### src/lpl_pkg.sv
`timescale 1ns / 1ps
// shared types, widths and constants of the lookahead peak limiter
package lpl_pkg;

   localparam int LPL_MAX_DELAY_DEFAULT = 1024;

   localparam int REQ_TDATA_W = 16;
   localparam int RSP_TDATA_W = 40;
   localparam int CSR_IDX_W   = 3;
   localparam int CSR_DATA_W  = 16;

   localparam int SAMPLE_W = 16;
   localparam int COEFF_W  = 16;
   localparam int THR_W    = 15;
   localparam int MAKEUP_W = 16;
   localparam int DLEN_W   = 11;
   localparam int PEAK_W   = 32;
   localparam int GAIN_W   = 17;

   localparam logic [GAIN_W-1:0] UNITY_GAIN = 17'h10000;

   localparam logic [COEFF_W-1:0]  ATTACK_RESET    = 16'd6554;
   localparam logic [COEFF_W-1:0]  RELEASE_RESET   = 16'd66;
   localparam logic [THR_W-1:0]    THRESHOLD_RESET = 15'd29491;
   localparam logic [MAKEUP_W-1:0] MAKEUP_RESET    = 16'd4096;
   localparam logic [DLEN_W-1:0]   DLEN_RESET      = 11'd48;

   // serial multiplier: signed multiplicand, unsigned multiplier, one bit a cycle
   localparam int MUL_MC_W   = 34;
   localparam int MUL_MR_W   = 17;
   localparam int MUL_PROD_W = MUL_MC_W + MUL_MR_W;
   localparam int MUL_CNT_W  = 5;

   // serial divider: one quotient bit a cycle
   localparam int DIV_Q_W   = 17;
   localparam int DIV_CNT_W = 5;

   typedef enum logic [CSR_IDX_W-1:0] {
      CSR_ATTACK    = 3'd0,
      CSR_RELEASE   = 3'd1,
      CSR_THRESHOLD = 3'd2,
      CSR_MAKEUP    = 3'd3,
      CSR_DELAY     = 3'd4
   } lpl_csr_type;

   typedef enum logic [3:0] {
      ST_CLEAR,
      ST_IDLE,
      ST_LOAD,
      ST_PEAK,
      ST_DIV,
      ST_GAIN,
      ST_SCALE,
      ST_MAKEUP,
      ST_DONE
   } lpl_state_type;

endpackage

### src/lpl_smul.sv
`timescale 1ns / 1ps
// shift-add multiplier, one multiplier bit per cycle, full signed product
module lpl_smul (
   input  logic                              clock,
   input  logic                              reset,
   input  logic                              start,
   input  logic [lpl_pkg::MUL_MC_W-1:0]      mc,
   input  logic [lpl_pkg::MUL_MR_W-1:0]      mr,
   output logic                              done,
   output logic [lpl_pkg::MUL_PROD_W-1:0]    prod
);
   import lpl_pkg::*;

   logic [MUL_MC_W-1:0]  mc_ff, mc_in;
   logic [MUL_MC_W-1:0]  hi_ff, hi_in;
   logic [MUL_MR_W-1:0]  lo_ff, lo_in;
   logic [MUL_CNT_W-1:0] cnt_ff, cnt_in;
   logic                 busy_ff, busy_in;
   logic                 done_ff, done_in;
   logic [MUL_MC_W:0]    addend;
   logic [MUL_MC_W:0]    sum;

   always_comb begin
      addend  = lo_ff[0] ? {mc_ff[MUL_MC_W-1], mc_ff} : '0;
      sum     = {hi_ff[MUL_MC_W-1], hi_ff} + addend;
      mc_in   = mc_ff;
      hi_in   = hi_ff;
      lo_in   = lo_ff;
      cnt_in  = cnt_ff;
      busy_in = busy_ff;
      done_in = 1'b0;
      if (start) begin
         mc_in   = mc;
         hi_in   = '0;
         lo_in   = mr;
         cnt_in  = '0;
         busy_in = 1'b1;
      end else if (busy_ff) begin
         hi_in  = sum[MUL_MC_W:1];
         lo_in  = {sum[0], lo_ff[MUL_MR_W-1:1]};
         cnt_in = cnt_ff + 1'b1;
         if (cnt_ff == MUL_CNT_W'(MUL_MR_W - 1)) begin
            busy_in = 1'b0;
            done_in = 1'b1;
         end
      end
   end

   always_ff @(posedge clock) begin
      if (reset) begin
         busy_ff <= 1'b0;
         done_ff <= 1'b0;
         cnt_ff  <= '0;
      end else begin
         busy_ff <= busy_in;
         done_ff <= done_in;
         cnt_ff  <= cnt_in;
      end
   end

   always_ff @(posedge clock) begin
      mc_ff <= mc_in;
      hi_ff <= hi_in;
      lo_ff <= lo_in;
   end

   assign done = done_ff;
   assign prod = {hi_ff, lo_ff};

endmodule

### config.mk
export PLATFORM = sky130hd
export DESIGN_NAME = lpl_smul
export DESIGN_NICKNAME = d
export VERILOG_FILES = /design/src/lpl_pkg.sv /design/src/lpl_smul.sv
export SDC_FILE = /design/constraint.sdc
export NUM_CORES = 1
export LEC_CHECK = 0
export ABC_CLOCK_PERIOD_IN_PS = 5900
export BUFFER_PORTS_ARGS = -buffer_cell sky130_fd_sc_hd__buf_4
export CORE_MARGIN = 2
export CORE_UTILIZATION = 40
export CTS_CLUSTER_SIZE = 10
export DETAILED_ROUTE_END_ITERATION = 8
export SLEW_MARGIN = 25
export SYNTH_ARGS = -nofsm -noshare
export SYNTH_HDL_FRONTEND = slang
export SYNTH_SLANG_ARGS = --single-unit
### constraint.sdc
create_clock -name clock -period 5.9 [get_ports clock]
set_input_delay 0.59 -clock clock [delete_from_list [all_inputs] [get_ports clock]]
set_output_delay 0.59 -clock clock [all_outputs]
set_load 0.005 [all_outputs]
==> After elaboration in Yosys (flattened, before gate mapping) <==
Cells that the tools add are included.
{ "classes": {"n_addsub": 2, "mux": 7, "n_reduce_logical": 3, "n_eq_ne": 1, "n_bitwise": 1} }
{ "op_table": {"columns": ["op", "count"], "rows": [
  ["$add A35 B35 Y35", 1],
  ["$mux W35", 1],
  ["$mux W17", 2],
  ["$add A5 B1 Y5 const B", 1],
  ["$eq A5 B5 Y1 const B", 1],
  ["$mux W1", 4],
  ["$reduce_or A3 Y1", 1],
  ["$reduce_bool A2 Y1", 1],
  ["$reduce_or A2 Y1", 1],
  ["$not A1 Y1", 1]
]} }
{ "totals": {"ff_bits": 92, "elab_cells": 20, "inputBits": 54, "output_inout_bits": 52} }

==> Logic depth before layout (Yosys ltp) <==
Gate-level depths: netlist of run 1.
{ "depth": {"depth_word": 4, "ltp_mapped": 12, "ltp_nobuf": 11} }

==> Worst setup path before layout of run 1 <==
Ideal clock, no wire load.
{ "synth_path": {"path_kind": "register to register", "start": "register lo_ff[0]", "end": "register hi_ff[31]", "required_ns": 5.778, "path_stages_with_launch": 13, "period_less_slack_ns": 3.095, "setup_ns": 0.122, "setup_slack_ns": 2.805, "arrival_ns": 2.974, "n_path_buf": 1, "path_cell_list": "edfxtp_1 -> clkbuf_1 -> and2_1 -> ha_1 -> inv_1 -> fa_1 -> and2b_1 -> o2111ai_2 -> a311oi_4 -> o31ai_4 -> or3_1 -> nor3b_1 -> a221o_1"} }
{ "synth_between": {"elab_chain_cells": 2} }
{ "synth_lines": {"columns": ["element", "line_no", "rtl"], "rows": [
  ["start, declared", "lpl_smul.sv:16", "logic [MUL_MR_W-1:0] lo_ff, lo_in;"],
  ["start signal, assigned", "lpl_smul.sv:64", "lo_ff <= lo_in;"],
  ["$mux W35", "lpl_smul.sv:24", "addend = lo_ff[0] ? {mc_ff[MUL_MC_W-1], mc_ff} : '0;"],
  ["$add A35 B35 Y35", "lpl_smul.sv:25", "sum = {hi_ff[MUL_MC_W-1], hi_ff} + addend;"],
  ["end signal, assigned", "lpl_smul.sv:63", "hi_ff <= hi_in;"],
  ["end, declared", "lpl_smul.sv:15", "logic [MUL_MC_W-1:0] hi_ff, hi_in;"]
]} }
Every way passes these cells.
A chain may end at the register's enable or synchronous reset.

==> Worst setup path after layout of run 1 <==
Same ends and word-level chain as after synthesis.

==> impl_metrics.tcl, run 1 <==
set metrics [dict create \
    status "finished clean" \
    worstPathArrival_ns 4.00 \
    drive_above_1_share_pct 24.4 \
    synth.ff_latch_count 92 \
    seq_area_um2 2350 \
    fin_ws_ns 2.14 \
    diodes 0 \
    dr_total_vias 4406 \
    clockPowerShare_pct 35.4 \
    r2r-start "lo_ff[0]" \
    syn_to_final_growth_pct 22.8 \
    gp_congestion 0.892 \
    track_usage_pct 18.2 \
    min_period_over_period_pct 63.7 \
    crit_chain "and2_1, ha_1, inv_1, fa_1, and2b_1, o2111ai_2, a311oi_4, o31ai_4, or3_1, nor3b_1, a221o_1" \
    crit_type "reg2reg" \
    startpoint_type "flip-flop" \
    p_seq_share_pct 44.9 \
    rows 42 \
    grt_pass1_vias 4312 \
    path_buf_inv 1 \
    cp_num_cells 11 \
    skew_ns 0.00801 \
    netlist_area_um2 5380 \
    clock_sinks 92 \
    syn_inst 542 \
    p_leak_nw 2.81 \
    ff2ff_setup_slack_ns 2.14 \
    start_util_pct 40.8 \
    fillers 1228 \
    relSlewSlack_pct 36.5 \
    p_comb_share_pct 19.7 \
    grt_pass1_wl_um 20800 \
    r2r_end "hi_ff[31]" \
    max-vdd-ir-drop_v 0.000159 \
    p_per_area_nw_per_um2 259 \
    chipHeight_um 120 \
    yosysUniqueCellTypes 63 \
    grt_max_degree 73 \
    synth_flop_cell "edfxtp_1" \
    p_int_mw 1.24 \
    cts_resized 0 \
    max_freq_mhz 266 \
    dieArea_um2 14400 \
    finalSetupViolCount 0 \
    cts_setup_buffers 0 \
    crit_family "simple AND/OR/NAND/NOR gates" \
    cts_tree "yes" \
    swShare_pct 27.8 \
    num-nets-final 725 \
    grt_antenna_before_repair 0 \
    drc 0 \
    dp_hpwl_um 9240 \
    synthArstFlopShare_pct 0 \
    critPathMaxStageDelay_ns 0.98 \
    multi_input_area_um2 2870 \
    hold_viol 0 \
    buffer_ports.inserted 105 \
    overflow 0 \
    clockRootBuffer "clkbuf_16" \
    path_max_fanout 35 \
    hold_buffers 0 \
    cp-endpoint "hi_ff[31]" \
    maxCapViolations 0 \
    hold_path_class "in2reg" \
    cts_made_buffers 9 \
    reg2reg_depth 11 \
    synth_edf_count 51 \
    core_um2 13200 \
    yosysWarningCount 0 \
    wl_per_cell_um 15.7 \
    fp.dieW_um 120 \
    detail_route.vias_per_cell 5.41 \
    drt-total-wl_um 12800 \
    ctsLongestPathBuffers 2 \
    dr.first_iter.drc_count 193 \
    worstMarginPinSlew_ns 0.952 \
    dp_slack_ns 2.13 \
    hold_depth 2 \
    yosysSeqAreaShare_pct 43.7 \
    syn_nets 633 \
    fin_crit_ns 3.76 \
    crit_required_ns 6.15 \
    htreeDepth 3 \
    drtAntennaViolNets 0 \
    power.switching_uw 475 \
    rsz0062_at_grt "false" \
    final.setup.tns_ns 0 \
    crit_path_end_kind "flip-flop" \
    avgSynthCellArea_um2 9.93 \
    clk_latency_ns 0.36 \
    io_pins 106 \
    cp_slowest_cell "edfxtp_1" \
    drt_first_pass_iters 4 \
    startpoint "lo_ff[0]" \
    slew_violations 0 \
    path_clk_slew_ns 0.07 \
]
## layout make-up
| class | count | area share, % |
|---|---|---|
| clock inverter | 6 | 1.16 |
| sequential | 92 | 35.6 |
| inverter | 15 | 0.852 |
| timing repair buffer | 107 | 12.2 |
| tap | 176 | 3.33 |
| clock buffer | 10 | 3.47 |
| multi-input combinational | 409 | 43.4 |
## routing by layer
| metal | GRT usage, % | up-vias | routed length [um] |
|---|---|---|---|
| met5 | 0 | - | 0 |
| met1 | 22.8 | 2077 | 5770 |
| met3 | 7.13 | 26 | 938 |
| met4 | 6.10 | 0 | 263 |
| li1 | - | 2192 | - |
| met2 | 28.7 | 111 | 5830 |
## Yosys cell counts, types with 10 or more instances
cell type  count  area (um2)
xor2_1        11        96.3
edfxtp_1      51        1530
nor3_1        12        60.1
o21ai_0       35         175
ha_1          36         450
clkbuf_1      18        67.6
nand2_1       35         131
xnor2_1       10        87.6
nor2_1        34         128
nand4_1       12        75.1
a21oi_1       43         215
a21o_1        13        97.6
nand3_1       10        50.1
and2_1        35         219
inv_1         15        56.3
dfxtp_1       41         821
mux2_2        17         191
## through the flow
step,instances,cell area (um2),power [mW],util (%),hold WS [ns]
floorplan,542,5380,0.986,-,0.466
global placement,799,6300,1.12,47.8,0.481
detailed placement,799,6300,1.12,47.8,0.478
CTS,815,6610,1.73,50.1,0.383
global route,815,6610,1.80,50.1,0.381
finish,815,6610,1.71,50.1,0.392
## logic make-up (layout without fill, tap and decap cells)
family                   after synthesis  in the layout  share of synthesized area (%)
AO/OA/AOI/OAI                        152            152                           19.4
XOR/XNOR                              21             21                           3.42
adder cells (fa/ha/maj)               37             37                           8.74
buffers and inverters                 41            138                           2.98
flip-flops                            92             92                           43.7
multiplexers                          24             24                           4.86
AND/OR/NAND/NOR                      175            175                           16.9
## placed cells by master, fill, tap and decap left out, drive strengths merged, types with 2 or more instances in the layout
cell type,synthesis,final
nand2,35,35
a32o,5,5
o31ai,7,7
dfxtp,41,41
and2,36,36
a31oi,5,5
a21o,13,13
a22o,3,3
xor2,11,11
a211oi,6,6
a31o,2,2
or3,7,7
mux2i,7,7
xnor2,10,10
o2111a,2,2
nand3,10,10
a2111oi,2,2
buf,7,107
a21oi,45,45
nor3,12,12
nand4,12,12
nor2,34,34
nor2b,9,9
mux2,17,17
nand3b,3,3
ha,36,36
a21boi,2,2
edfxtp,51,51
and3,5,5
o21ai,36,36
a221o,2,2
o21bai,3,3
o21a,9,9
clkbuf,19,10
and2b,2,2
or2,4,4
o21ba,2,2
inv,15,20
## registers in the layout (all words and copies together), names as in the netlist
signal   cells
busy_ff      1
cnt_ff       5
done         1
hi_ff       34
lo_ff       17
mc_ff       34
## power by group through the flow
stage | sequential [mW] | combinational [mW] | clock [mW]
after CTS | 0.770 | 0.339 | 0.624
after floorplan | 0.772 | 0.214 | 0
final | 0.768 | 0.338 | 0.605
after global routing | 0.776 | 0.375 | 0.653
after detailed placement | 0.783 | 0.338 | 0
after global placement | 0.782 | 0.334 | 0
## worst min-delay path by stage
stage                   start         to
global placement    hi_ff[19]  hi_ff[19]
floorplan           hi_ff[29]  hi_ff[29]
finish                  reset    busy_ff
detailed placement  hi_ff[13]  hi_ff[13]
CTS                     reset    busy_ff
global route            mc[5]   mc_ff[5]
(Power assumes the default switching activity.)
==> run 2: changes to the inputs <==
Settings changed: ABC_AREA set to 1, ABC_CLOCK_PERIOD_IN_PS 5900 to 3200.
Clock period 5.9 ns to 3.2 ns, I/O delays scaled along.
==> run 2 against run 1 <==
Compared with the run above: largest power group unchanged; combinational power grew 120%; cell count grew 40%; clock skew is essentially flat; die area grew 11%; total power grew 88%; critical endpoint is now hi_ff[21]; largest cell class unchanged; via count grew 26%; sequential share of layout area shrank 3.4 points; flip-flop and latch count is the same; highest routed layer unchanged; synthesized area grew 12%.
==> impl_metrics.tcl, run 2 <==
set metrics [dict create \
    synth_area_leaders "edfxtp_1, nand2_1, dfxtp_1" \
    final_cell_mix "nand2_1, inv_1, buf_4" \
    synth_flop_cell "edfxtp_1" \
    syn_nets 941 \
    yosysSeqAreaShare_pct 39.2 \
    met3_length_um 976 \
    yosysMostFrequentCell "nand2_1" \
    fp.dieW_um 127 \
    drtAntennaViolNets 0 \
    path_max_fanout 12 \
    start_util_pct 41.2 \
    detail_route.vias_per_cell 4.84 \
    p_per_area_nw_per_um2 441 \
    synthTopCellsByCount "nand2_1, inv_1, nor2_1" \
    clk_latency_ns 0.36 \
    yosys.area.top_type "edfxtp_1" \
    fin_crit_ns 2.79 \
    final.setup.tns_ns 0 \
    drt-total-wl_um 16300 \
    clockRootBuffer "clkbuf_16" \
    clock_sinks 92 \
    chipHeight_um 127 \
    dr_total_vias 5539 \
    yosysUniqueCellTypes 42 \
    dr_wl_met2_um 6720 \
    fillers 1492 \
    core_um2 14600 \
    relSlewSlack_pct 53.9 \
    finalSetupViolCount 0 \
    ctsLongestPathBuffers 2 \
    max_freq_mhz 358 \
    synth_top_area_share_pct 25.5 \
    syn_inst 850 \
    dieArea_um2 16000 \
    num-nets-final 1047 \
    cts_setup_buffers 0 \
    io_pins 106 \
    htreeDepth 3 \
    dp_hpwl_um 12800 \
    grt_antenna_before_repair 0 \
    yosysWarningCount 0 \
    worstPathArrival_ns 3.06 \
    buffer_ports.inserted 105 \
    reg_top3 "hi_ff: 34 flops, mc_ff: 34 flops, lo_ff: 17 flops" \
    min_period_over_period_pct 87.3 \
    track_usage_pct 21.0 \
    syn_to_final_growth_pct 21.5 \
    hold_path_class "in2reg" \
    drt_first_pass_iters 5 \
    final_common_cell "nand2_1" \
    hold_viol 0 \
    grt_pass1_vias 5209 \
    total_power_mw 3.22 \
    grt_max_degree 50 \
    drc 0 \
    dr.first_iter.drc_count 289 \
    cts_made_buffers 9 \
    crit_required_ns 3.46 \
    hold_buffers 0 \
    crit_type "reg2reg" \
    avgSynthCellArea_um2 7.06 \
    drive_above_1_share_pct 18.0 \
    diodes 0 \
    skew_ns 0.00786 \
    rows 44 \
    cts_tree "yes" \
    met1_length_um 8390 \
    status "finished clean" \
    maxUsedRoutingLayer "met4" \
    overflow 0 \
    p_leak_nw 3.82 \
    rsz0062_at_grt "false" \
    maxCapViolations 0 \
    cts_resized 0 \
    max-vdd-ir-drop_v 0.000297 \
    crit_path_end_kind "flip-flop" \
    synthArstFlopShare_pct 0 \
    worstMarginPinSlew_ns 0.691 \
    slew_violations 0 \
    grt_pass1_wl_um 26600 \
    gp_congestion 0.924 \
    synth.ff_latch_count 92 \
    synth_edf_count 51 \
    path_clk_slew_ns 0.07 \
    startpoint_type "flip-flop" \
    netlist_area_um2 6000 \
    wl_per_cell_um 14.3 \
]
==> run 2: cell count changes in the layout (fill, tap and decap cells not counted), moves of 13 or more <==
cell / delta
a21o_1: -13
and2_1: -34
inv_1: +123
mux2_2: -17
nand2_1: +233
nand2_2: +15
nand3_1: +37
nor2_1: +51
==> run 2: critical path, stage by stage (launching register included) <==
cell	delay, ns
edfxtp_1	0.67
nand2_1	0.10
inv_1	0.08
ha_1	0.21
inv_1	0.07
fa_1	0.35
inv_1	0.13
nand3_1	0.10
nand2_2	0.14
nand2_1	0.06
nand2_1	0.12
nand3_1	0.13
nand2_1	0.15
nand2_1	0.11
nand3_1	0.08
nand3_1	0.09
nand2_1	0.08
inv_1	0.03
==> run 2: final cells by class <==
type	instances	area, um2	share of cell area, %
Clock buffer	11	243	3.33
Clock inverter	5	36.3	0.497
Inverter	148	556	7.61
Multi-Input combinational cell	594	3040	41.6
Sequential cell	92	2350	32.2
Tap cell	184	230	3.15
Timing Repair Buffer	111	846	11.6
==> run 2: per-layer routing <==
metal | track usage [%] | vias to the layer above
li1 | - | 2889
met1 | 31.3 | 2488
met2 | 30.2 | 145
met3 | 5.53 | 17
met4 | 5.17 | 0
met5 | 0 | -
==> run 2: cells by family (layout without fill, tap and decap cells) <==
group	count (synthesis)	after routing	share of synthesized area (%)
buf+inv	164	275	10.3
xor+xnor	9	9	1.31
flops	92	92	39.2
compound gates	97	97	9.29
fa+ha+maj	37	37	7.83
simple gates	451	451	32.1
==> run 2: path summary, 6_finish.rpt <==
check | endpoint | slack [ns] | startpoint | cells after the start
min | mc_ff[26] | 0.13 | mc[26] | 1
min reg2reg | cnt_ff[3] | 0.50 | cnt_ff[3] | 2
max | hi_ff[21] | 0.41 | lo_ff[0] | 17
max reg2reg | hi_ff[21] | 0.41 | lo_ff[0] | 17
==> run 2: stage by stage <==
step / hold WS (ns) / cell area [um2] / utilization [%] / setup WS (ns) / std cells
final: 0.135 / 7300 / 50.0 / 0.405 / 1145
after global routing: 0.119 / 7300 / 50.0 / 0.0790 / 1145
after CTS: 0.126 / 7300 / 50.0 / 0.373 / 1145
after detailed placement: 0.494 / 7020 / 48.1 / 0.387 / 1129
after global placement: 0.483 / 7020 / 48.1 / 0.422 / 1129
after floorplan: 0.419 / 6000 / - / 0.718 / 850
==> run 2: report_power, final <==
part | internal [mW] | total [mW] | switching, mW
Clock | 0.550 | 1.04 | 0.487
Combinational | 0.314 | 0.754 | 0.440
Sequential | 1.36 | 1.43 | 0.0717
Total | 2.22 | 3.22 | 0.998
