===== config.mk =====
export PLATFORM = sky130hd
export DESIGN_NAME = lpl_sdiv
export DESIGN_NICKNAME = d
export VERILOG_FILES = /design/src/lpl_pkg.sv /design/src/lpl_sdiv.sv
export SDC_FILE = /design/constraint.sdc
export NUM_CORES = 1
export LEC_CHECK = 0
export BUFFER_PORTS_ARGS = -buffer_cell sky130_fd_sc_hd__buf_4
export CAP_MARGIN = 15
export CORE_MARGIN = 2
export CORE_UTILIZATION = 40
export CTS_BUF_LIST = sky130_fd_sc_hd__clkbuf_16
export CTS_CLUSTER_DIAMETER = 80
export CTS_CLUSTER_SIZE = 20
export DETAILED_ROUTE_END_ITERATION = 7
export PLACE_DENSITY = 0.64
export SETUP_SLACK_MARGIN = 0.4
export SLEW_MARGIN = 5
export SYNTH_ARGS = -nofsm -noshare
export SYNTH_HDL_FRONTEND = slang
export SYNTH_SLANG_ARGS = --single-unit

===== constraint.sdc =====
create_clock -name clock -period 5.2 [get_ports clock]
set_clock_uncertainty 0.1 [all_clocks]
set_input_delay 1.56 -clock clock [delete_from_list [all_inputs] [get_ports clock]]
set_output_delay 1.56 -clock clock [all_outputs]
set_load 0.05 [all_outputs]

===== src/lpl_pkg.sv =====
`timescale 1ns / 1ps
// shared types, widths and constants of the lookahead peak limiter
package lpl_pkg;

   localparam int LPL_MAX_DELAY_DEFAULT = 1024;

   localparam int REQ_TDATA_W = 16;
   localparam int RSP_TDATA_W = 40;
   localparam int CSR_IDX_W   = 3;
   localparam int CSR_DATA_W  = 16;

   localparam int SAMPLE_W = 16;
   localparam int COEFF_W  = 16;
   localparam int THR_W    = 15;
   localparam int MAKEUP_W = 16;
   localparam int DLEN_W   = 11;
   localparam int PEAK_W   = 32;
   localparam int GAIN_W   = 17;

   localparam logic [GAIN_W-1:0] UNITY_GAIN = 17'h10000;

   localparam logic [COEFF_W-1:0]  ATTACK_RESET    = 16'd6554;
   localparam logic [COEFF_W-1:0]  RELEASE_RESET   = 16'd66;
   localparam logic [THR_W-1:0]    THRESHOLD_RESET = 15'd29491;
   localparam logic [MAKEUP_W-1:0] MAKEUP_RESET    = 16'd4096;
   localparam logic [DLEN_W-1:0]   DLEN_RESET      = 11'd48;

   // serial multiplier: signed multiplicand, unsigned multiplier, one bit a cycle
   localparam int MUL_MC_W   = 34;
   localparam int MUL_MR_W   = 17;
   localparam int MUL_PROD_W = MUL_MC_W + MUL_MR_W;
   localparam int MUL_CNT_W  = 5;

   // serial divider: one quotient bit a cycle
   localparam int DIV_Q_W   = 17;
   localparam int DIV_CNT_W = 5;

   typedef enum logic [CSR_IDX_W-1:0] {
      CSR_ATTACK    = 3'd0,
      CSR_RELEASE   = 3'd1,
      CSR_THRESHOLD = 3'd2,
      CSR_MAKEUP    = 3'd3,
      CSR_DELAY     = 3'd4
   } lpl_csr_type;

   typedef enum logic [3:0] {
      ST_CLEAR,
      ST_IDLE,
      ST_LOAD,
      ST_PEAK,
      ST_DIV,
      ST_GAIN,
      ST_SCALE,
      ST_MAKEUP,
      ST_DONE
   } lpl_state_type;

endpackage


===== src/lpl_sdiv.sv =====
`timescale 1ns / 1ps
// restoring divider for threshold/peak, one quotient bit per cycle, clamped to unity
module lpl_sdiv (
   input  logic                          clock,
   input  logic                          reset,
   input  logic                          start,
   input  logic [lpl_pkg::THR_W-1:0]     thr,
   input  logic [lpl_pkg::PEAK_W-1:0]    divisor,
   output logic                          done,
   output logic [lpl_pkg::GAIN_W-1:0]    quot
);
   import lpl_pkg::*;

   localparam int SHIFT_W = PEAK_W - DIV_Q_W;
   localparam int TOP_W   = PEAK_W - THR_W - SHIFT_W;

   logic [PEAK_W-1:0]    r_ff, r_in;
   logic [PEAK_W-1:0]    d_ff, d_in;
   logic [DIV_Q_W-1:0]   q_ff, q_in;
   logic                 ovf_ff, ovf_in;
   logic [DIV_CNT_W-1:0] cnt_ff, cnt_in;
   logic                 busy_ff, busy_in;
   logic                 done_ff, done_in;
   logic [PEAK_W-1:0]    r_init;
   logic [PEAK_W:0]      r2;
   logic [PEAK_W:0]      r2_sub;
   logic                 ge;

   always_comb begin
      // threshold << 32 with the low quotient-width bits still to be shifted in
      r_init  = {{TOP_W{1'b0}}, thr, {SHIFT_W{1'b0}}};
      r2      = {r_ff, 1'b0};
      r2_sub  = r2 - {1'b0, d_ff};
      ge      = r2 >= {1'b0, d_ff};
      r_in    = r_ff;
      d_in    = d_ff;
      q_in    = q_ff;
      ovf_in  = ovf_ff;
      cnt_in  = cnt_ff;
      busy_in = busy_ff;
      done_in = 1'b0;
      if (start) begin
         // quotient of 2^17 or more saturates; a zero peak lands here too
         r_in    = r_init;
         d_in    = divisor;
         q_in    = '0;
         ovf_in  = r_init >= divisor;
         cnt_in  = '0;
         busy_in = 1'b1;
      end else if (busy_ff) begin
         r_in   = ge ? r2_sub[PEAK_W-1:0] : r2[PEAK_W-1:0];
         q_in   = {q_ff[DIV_Q_W-2:0], ge};
         cnt_in = cnt_ff + 1'b1;
         if (cnt_ff == DIV_CNT_W'(DIV_Q_W - 1)) begin
            busy_in = 1'b0;
            done_in = 1'b1;
         end
      end
   end

   always_ff @(posedge clock) begin
      if (reset) begin
         busy_ff <= 1'b0;
         done_ff <= 1'b0;
         cnt_ff  <= '0;
      end else begin
         busy_ff <= busy_in;
         done_ff <= done_in;
         cnt_ff  <= cnt_in;
      end
   end

   always_ff @(posedge clock) begin
      r_ff   <= r_in;
      d_ff   <= d_in;
      q_ff   <= q_in;
      ovf_ff <= ovf_in;
   end

   assign done = done_ff;
   assign quot = (ovf_ff || (q_ff > UNITY_GAIN)) ? UNITY_GAIN : q_ff;

endmodule


# [Word level (Yosys, flattened, before mapping)]
# Index checks and enable logic that the tools add are counted.
[classes] n_mux=8 n_eq_ne=1 n_lt_le_gt_ge=3 n_addsub=2 n_reduce_logical=4 n_bitwise=1
[op_table] op="30-bit two-way mux" count=2
[op_table] op="33-bit by 32-bit greater-or-equal comparator with 1-bit output" count=1
[op_table] op="30-bit by 32-bit greater-or-equal comparator with 1-bit output" count=1
[op_table] op="32-bit two-way mux" count=1
[op_table] op="32-bit subtractor" count=1
[op_table] op="17-bit > comparator, second input constant" count=1
[op_table] op="17-bit two-way mux" count=1
[op_table] op="5-bit by 1-bit adder with 5-bit output, second input constant" count=1
[op_table] op="5-bit == test, second input constant" count=1
[op_table] op="1-bit two-way mux" count=4
[op_table] op="3-bit OR reduction" count=1
[op_table] op="2-bit nonzero test" count=1
[op_table] op="2-bit OR reduction" count=1
[op_table] op="1-bit logical OR" count=1
[op_table] op="1-bit NOT" count=1
[totals] in_bits=50 elab_cells=27 regBits=89

# [Depth between registers and ports, before layout]
# Gate-level depths: netlist (run 1).
[logic_depth] ltp_word=4 depth_mapped=13 depth_no_buf=10

# [Worst setup path after synthesis (run 1)]
# OpenSTA, ideal clock, no wires.
[synth_path] path_type="flip-flop to output port" start="register ovf_ff" end="output quot[10] (netlist name)" t_required_ns=3.540 arrival_time_ns=1.627 stages_incl_launch_ff=6 setup_slack_ns=1.913 path_cell_list="edfxtp_1 nor2_1 inv_1 o41ai_1 clkbuf_1 and2_1"
[synth_between] elab_chain_len=2
[synth_lines] item="start, declared" line_no="lpl_sdiv.sv:20" rtl="logic ovf_ff, ovf_in;"
[synth_lines] item="start signal, assigned" line_no="lpl_sdiv.sv:77" rtl="ovf_ff <= ovf_in;"
[synth_lines] item="1-bit logical OR" line_no="lpl_sdiv.sv:81" rtl="assign quot = (ovf_ff || (q_ff > UNITY_GAIN)) ? UNITY_GAIN : q_ff;"
[synth_lines] item="17-bit two-way mux" line_no="lpl_sdiv.sv:81"
[synth_lines] item="end, declared" line_no="lpl_sdiv.sv:10" rtl="output logic [lpl_pkg::GAIN_W-1:0] quot"
# No other way between the ends.

# [Worst setup path after layout (run 1)]
[layout_path] start="register q_ff[0]" end="output quot[15] (netlist name)"
[layout_between] elab_chain_len=3
[layout_lines] item="start, declared" line_no="lpl_sdiv.sv:19" rtl="logic [DIV_Q_W-1:0] q_ff, q_in;"
[layout_lines] item="start signal, assigned" line_no="lpl_sdiv.sv:76" rtl="q_ff <= q_in;"
[layout_lines] item="17-bit > comparator" line_no="lpl_sdiv.sv:81"
[layout_lines] item="1-bit logical OR" line_no="lpl_sdiv.sv:81"
[layout_lines] item="17-bit two-way mux" line_no="lpl_sdiv.sv:81"
# No other way between the ends.

==> results of run 1 <==
==> per-stage QoR <==
step	std cells	power, W	hold WS [ns]	worst slack [ns]
after floorplan	684	0.001311	0.3437	1.913
after global placement	905	0.001470	0.3900	1.247
after detailed placement	905	0.001477	0.3933	1.301
after CTS	921	0.002125	0.4039	0.9482
after global routing	921	0.002241	0.4291	1.032
final	921	0.002117	0.4050	1.352
==> critical path, cell delays in order (launching register included) <==
cell,delay (ns)
dfxtp_1,0.35
nor4_1,0.35
nand4_1,0.17
o41ai_2,0.54
and2_1,0.23
buf_4,0.20
==> power by group through the flow <==
stage	clock network [W]	registers [W]	logic, W
after floorplan	0	0.000832	0.000479
after global placement	0	0.000840	0.000630
after detailed placement	0	0.000841	0.000636
after CTS	0.000657	0.000826	0.000642
after global routing	0.000687	0.000832	0.000721
final	0.000642	0.000827	0.000648
==> layer usage <==
| layer | track usage, % | up-vias |
|---|---|---|
| met5 | 0 | - |
| met4 | 6.917 | 0 |
| met3 | 3.392 | 21 |
| met2 | 32.04 | 140 |
| met1 | 25.61 | 2444 |
| li1 | - | 2575 |
==> cell usage in the layout (no fill, tap or decap), types with 3 or more instances in the layout <==
cell,n
xor2_1,8
a211oi_1,8
nand3_1,23
ha_1,49
o21ai_0,23
o21bai_1,3
o221ai_1,5
inv_4,3
a21o_1,9
o211ai_1,8
and2_1,24
nand2_1,59
o311ai_2,5
a211o_1,3
a31oi_1,4
mux2i_1,17
o21a_1,6
nand2b_1,5
nor2_1,66
nor4_1,9
and3_1,5
dfxtp_1,40
a41oi_1,5
xnor2_1,19
edfxtp_1,48
a21oi_1,39
or2_2,4
nand4_1,18
nor3_1,8
inv_1,61
o31ai_1,8
buf_4,71
a311oi_1,10
clkbuf_16,10
o21ai_1,12
==> cells by family after synthesis <==
family | Yosys count | share of synthesized area (%)
buf+inv | 95 | 6.278
xor+xnor | 27 | 3.903
mux | 19 | 3.180
compound gates | 170 | 20.16
simple gates | 234 | 18.69
fa+ha+maj | 50 | 10.45
flops | 89 | 37.34
==> worst paths after layout <==
path,endpoint,from,depth (start not counted)
max,quot[15],q_ff[0]$_SDFFE_PP0P_,5
min,q_ff[0]$_SDFFE_PP0P_,q_ff[0]$_SDFFE_PP0P_,2
max reg2reg,r_ff[25]$_DFFE_PP_,r_ff[28]$_DFFE_PP_,9
min reg2reg,q_ff[0]$_SDFFE_PP0P_,q_ff[0]$_SDFFE_PP0P_,2
==> area by class of cell <==
type	count	area, sq um	area share, %
timing repair buffer	71	533.0	7.649
clock buffer	10	250.2	3.591
inverter	61	229.0	3.286
clock inverter	6	36.28	0.5207
multi-input combinational	500	3426	49.17
tap	184	230.2	3.304
sequential	89	2263	32.48
==> sequential cells by signal (all words and copies together), names as in the netlist <==
signal,flops
d_ff,32
r_ff,32
q_ff,17
cnt_ff,5
busy_ff,1
done,1
ovf_ff,1
==> key figures, run 1 <==
STA
  – Final setup violation count: 0
  – Slew Limit Headroom: between 30% and 40%
  – Slew @ Worst Pin: between 0.9 and 1 ns
  – Final slew viol count: 0
  – Fmax: 259.9 MHz
  – RSZ-0062 raised after global routing: false
  – Min Tclk post-route: 3.848 ns
  – Setup TNS: 0 ns
  – Period utilization: ~74%
  – Hold Vio Cnt, Final: 0

Finish
  – Design area: about 7000 sq um
  – Diode count: 0
  – Fraction of layout cells with a size suffix above 1: between 10% and 20%
  – Core Util, Final: a little under half
  – Net count, final: roughly 830
  – # fillers: around 1,400
  – Syn-to-layout area delta: 15.01%

Global routing
  – Vias in the first global route: 5,117
  – Global Route Usage Sum: between 10% and 20%
  – First-pass GRT wire length: between 20,000 and 30,000 um
  – Grt ovf: 0
  – Initial antenna violation count: 0
  – Pin count of the biggest net entering global routing: 49

Routing
  – DRT met1 WL: a little under 7000 um
  – Wire length per cell: roughly 16 um
  – DR top layer: met4
  – Routed wl met2: 7072 um
  – Drt first pass iters: 5
  – Vias post-DR: roughly 5,200
  – Met3 routed WL: slightly below 700 um
  – Final ANT Viol Nets: 0
  – Vias per Instance: 5.624
  – Post-Route WL: roughly 15,000 um
  – Iter 0 DRT Violations: around 370
  – Residual DRC: 0

Clock network
  – Post-CTS Resized: 0
  – Hold_buf cts: 0
  – H-tree depth: 3
  – CTS sink count: 89
  – Clk_lat worst skew: ~0.36 ns
  – Post-CTS setup buffer count: 0
  – Clock Tree Buf Depth: 2
  – CTS tree: done
  – CTS root buf: clkbuf_16
  – Reg clk slew, reported paths: approximately 0.070 ns
  – TritonCTS Buffers: 9

Logic synthesis
  – Number of synthesized flops with an enable pin: 48
  – Dominant synthesized flop cell: edfxtp_1
  – Cells after synthesis: a little under 700
  – Syn_area_per_cell: 8.857 sq um
  – Yosys warns: 0
  – Top cells by area, synth: edfxtp_1 (24%), dfxtp_1 (14%), ha_1 (10%), nor2_1 (4.2%), inv_1 (3.8%)
  – Synth unique cells: 67
  – FF+latch count, synth: 89
  – Cell with the most instances after synthesis: nor2_1
  – Synth top area share: between 20% and 30%
  – Syn Nets: 784
  – Seq/Total Area, Yosys: between 30% and 40%
  – FFs w/ async S/R, synth: 0%
  – Commonest cells post-synth: nor2_1 (67), inv_1 (61), nand2_1 (59)
  – Post-Syn Area: ~6100 sq um
  – Largest area contributor in the netlist: edfxtp_1

Power
  – Total internal power: between 0.001 and 0.0015 W
  – Sequential share of power: about two fifths
  – Clock group share of total power: between 30% and 40%
  – VDD IR max: between 0.15 and 0.2 mV
  – Pwr/cell area: ~300 nW/um^2
  – Switch Pwr: between 0.0007 and 0.0008 W
  – Comb pwr share: just over 30%
  – Sw Ratio: ~34%
  – Pleak: 2.917 nW

Setup path
  – CP Capture Type: primary output
  – Req. time, crit path: about 3.5 ns
  – Critical Path Fanout Max: 11
  – Worst EP arrival: about 2.2 ns
  – Startpoint Class: flop
  – Kind of critical path: reg -> out
  – Flop-to-flop setup slack: around 1.7 ns

Die
  – Die area: between 15,000 and 20,000 sq um
  – Initial cell density of the core: 41.37%
  – Core ar.: ~15,000 sq um
  – Die H: 127.1 um
  – Chip Width: between 100 and 150 um
  – Top Ports: 68
  – Row count: 44

Worst hold path
  – Worst hold path type: reg -> reg

Placed design
  – HPWL after DPL: 11,010 um
  – Post-placement cell area: between 6000 and 7000 sq um
  – GPL Wtd Cong: a little under 1
  – IO buf count: 67

Job
  – Max Cap Viol: 0

Status
  – Run status: finished clean
Power figures use the tool's default switching activity.
==> run 2: changes to the inputs <==
==> constraint.sdc (replaced) <==
create_clock -name clock -period 3.8 [get_ports clock]
set_clock_uncertainty 0.1 [all_clocks]
set_input_delay 1.14 -clock clock [delete_from_list [all_inputs] [get_ports clock]]
set_output_delay 1.14 -clock clock [all_outputs]
set_load 0.05 [all_outputs]
==> run 2 against run 1 <==
  * Largest cell class unchanged
  * Die area is the same
  * Register-to-register slack got worse by 1.1 ns
  * Design area increased by 0.99%
  * Power is 36% higher
  * Via count is 0.71% higher
  * Largest power group unchanged
==> key figures, run 2 (same netlist as run 1, synthesis figures left out) <==
Placed design
  – GPL Wtd Cong: 0.9246 (-4.1%)
  – IO buf count: 67 (unchanged)
  – Cells after DPL: 909 (+0.44%)
  – HPWL after DPL: 11,220 um (+2.0%)

Global routing
  – First-pass GRT wire length: 25,160 um (-0.13%)
  – Pin count of the biggest net entering global routing: 46 (-6.1%)
  – Vias in the first global route: 5,180 (+1.2%)
  – Global Route Usage Sum: 19.42% (+0.048 points)
  – Initial antenna violation count: 0 (unchanged)
  – Grt ovf: 0 (unchanged)

STA
  – Final slew viol count: 0 (unchanged)
  – Slew @ Worst Pin: 0.7403 ns (-0.2017 ns)
  – Min Tclk post-route: roughly 3.2 ns
  – Slew Limit Headroom: 50.59% (+13 points)
  – Hold Vio Cnt, Final: 0 (unchanged)
  – Final setup violation count: 0 (unchanged)
  – RSZ-0062 raised after global routing: false
  – Fmax: 311.1 MHz
  – Period utilization: 84.58%
  – Setup TNS: 0 ns (unchanged)

Power
  – Pleak: 2.960 nW (+1.5%)
  – Total internal power: 0.001918 W (+37%)
  – Sequential share of power: 39.2% (+0.2 points)
  – Clock group share of total power: 29.6% (-0.7 points)
  – Sw Ratio: 33.59% (-0.32 points)
  – Pwr/cell area: 410.4 nW/um^2 (+35%)
  – VDD IR max: 0.2808 mV (+68%)
  – Comb pwr share: 31.2% (+0.6 points)
  – Switch Pwr: 0.0009701 W (+35%)
  – Total power: 0.002888 W (+36%)

Routing
  – Final ANT Viol Nets: 0 (unchanged)
  – Drt first pass iters: 7 (+2)
  – Vias per Instance: 5.616 (-0.15%)
  – Wire length per cell: 16.35 um (+0.90%)
  – Vias post-DR: 5,217 (+0.71%)
  – Post-Route WL: 15,190 um (+1.8%)
  – Iter 0 DRT Violations: 308 (-17%)
  – Residual DRC: 0 (unchanged)

Finish
  – Diode count: 0 (unchanged)
  – Biggest regs: d_ff: 32 flops, r_ff: 32 flops, q_ff: 17 flops
  – Net count, final: 840 (+0.96%)
  – # fillers: 1,411 (-0.84%)
  – Final cell count without fillers: 929 (+0.87%)
  – Commonest non-fill, non-tap cell in the layout: buf_4
  – Most frequent cells in the layout: buf_4 (79), nor2_1 (67), inv_1 (62)
  – Syn-to-layout area delta: 16.15%
  – Fraction of layout cells with a size suffix above 1: 15.97% (+1.0 points)

Clock network
  – Reg clk slew, reported paths: 0.07 ns (about the same)
  – TritonCTS Buffers: 9 (unchanged)
  – Hold_buf cts: 0 (unchanged)
  – CTS tree: done
  – CTS sink count: 89 (unchanged)
  – H-tree depth: 3 (unchanged)
  – Clk_lat worst skew: 0.35 ns (about the same)
  – CTS root buf: clkbuf_16
  – Clock Tree Buf Depth: 2 (unchanged)

Setup path
  – Worst reg2reg path startpoint: r_ff[19]$_DFFE_PP_
  – Kind of critical path: reg -> reg
  – Reg2reg path depth: 10 (+1)
  – Worst EP arrival: 3.20 ns (+1.01 ns)
  – Req. time, crit path: 3.79 ns (+0.25 ns)
  – Critical Path Fanout Max: 17 (+6)
  – Startpoint Class: flop
  – CP Capture Type: flop
  – Worst reg2reg path endpoint: r_ff[28]$_DFFE_PP_
  – Flop-to-flop setup slack: 0.59 ns (-1.06 ns)

Die
  – Die area: 16,150 sq um (unchanged)
  – Row count: 44 (unchanged)
  – Top Ports: 68 (unchanged)
  – Chip Width: 127.1 um (unchanged)
  – Initial cell density of the core: 41.37% (unchanged)
  – Die H: 127.1 um (unchanged)
  – Core ar.: 14,640 sq um (unchanged)

Worst hold path
  – Worst hold path type: reg -> reg
  – Hold EP: q_ff[16]$_SDFFE_PP0P_
  – Worst hold start: q_ff[16]$_SDFFE_PP0P_
  – Hold Crit Depth: 2 (unchanged)

Status
  – Run status: finished clean

Job
  – Max Cap Viol: 0 (unchanged)
run 2: cell types whose count changed in the layout (fill, tap and decap cells not counted), sizes merged:
| cell | previous run | this run |
|---|---|---|
| buf | 71 | 79 |
| clkinv | 2 | 3 |
| inv | 65 | 64 |
run 2: per-layer routing:
layer  up-vias  global-route usage [%]  routed length [um]  share of wire (%)
li1       2586                       -                   -                  -
met1      2470                   24.30                6809                 45
met2       141                   33.02                7306                 48
met3        20                   4.229                 798                5.3
met4         0                   7.175                 273                1.8
met5         -                       0                   0                  0
run 2: final cells by class:
cell class	instances	area, sq um	area share [%]
timing repair buffer	79	593.1	8.428
multi-input combinational	500	3440	48.88
tap	184	230.2	3.272
sequential	89	2263	32.17
inverter	61	229.0	3.254
clock inverter	6	31.28	0.4445
clock buffer	10	250.2	3.556
run 2: critical path: stages (launching register included):
cell and delay [ns]:
edfxtp_1 0.41, ha_1 0.45, nand2_1 0.11, o221ai_1 0.27
o221ai_1 0.19, a31o_4 0.26, a211oi_4 0.31, o21ai_2 0.24
buf_4 0.29, a32oi_1 0.21, o31ai_1 0.09
run 2: power groups by stage:
stage                     logic [W]  registers, W  clock network [W]
after floorplan            0.000655       0.00114                  0
after detailed placement   0.000876       0.00115                  0
final                      0.000900       0.00113           0.000855
after CTS                  0.000882       0.00113           0.000877
after global placement     0.000864       0.00115                  0
after global routing        0.00100       0.00114           0.000909
run 2: timing repair:
action | CTS | global route
endpoints found under the hold margin | 0 | 0
buffers inserted | 0 | 4
setup endpoints to repair | 0 | 22
gates resized for setup | 0 | 6
run 2: worst max-delay path by stage:
stage,startpoint,to,slack [ns]
6_report,r_ff[19]$_DFFE_PP_,r_ff[28]$_DFFE_PP_,0.59
5_1_grt,q_ff[8]$_SDFFE_PP0P_,quot[15],0.40
4_1_cts,r_ff[29]$_DFFE_PP_,r_ff[23]$_DFFE_PP_,0.52
3_5_place_dp,thr[0],ovf_ff$_DFFE_PP_,0.40
3_3_place_gp,thr[0],ovf_ff$_DFFE_PP_,0.50
2_1_floorplan,ovf_ff$_DFFE_PP_,quot[10],0.93
run 2: through the flow:
stage / cell area [sq um] / util, % / setup slack, ns / hold slack (ns)
final: 7037 / 48.05 / 0.5858 / 0.4006
after global routing: 7037 / 48.05 / 0.4024 / 0.4205
after CTS: 6983 / 47.68 / 0.5214 / 0.3896
after detailed placement: 6701 / 45.76 / 0.3966 / 0.3808
after global placement: 6701 / 45.76 / 0.5002 / 0.3807
after floorplan: 6058 / - / 0.9327 / 0.3437
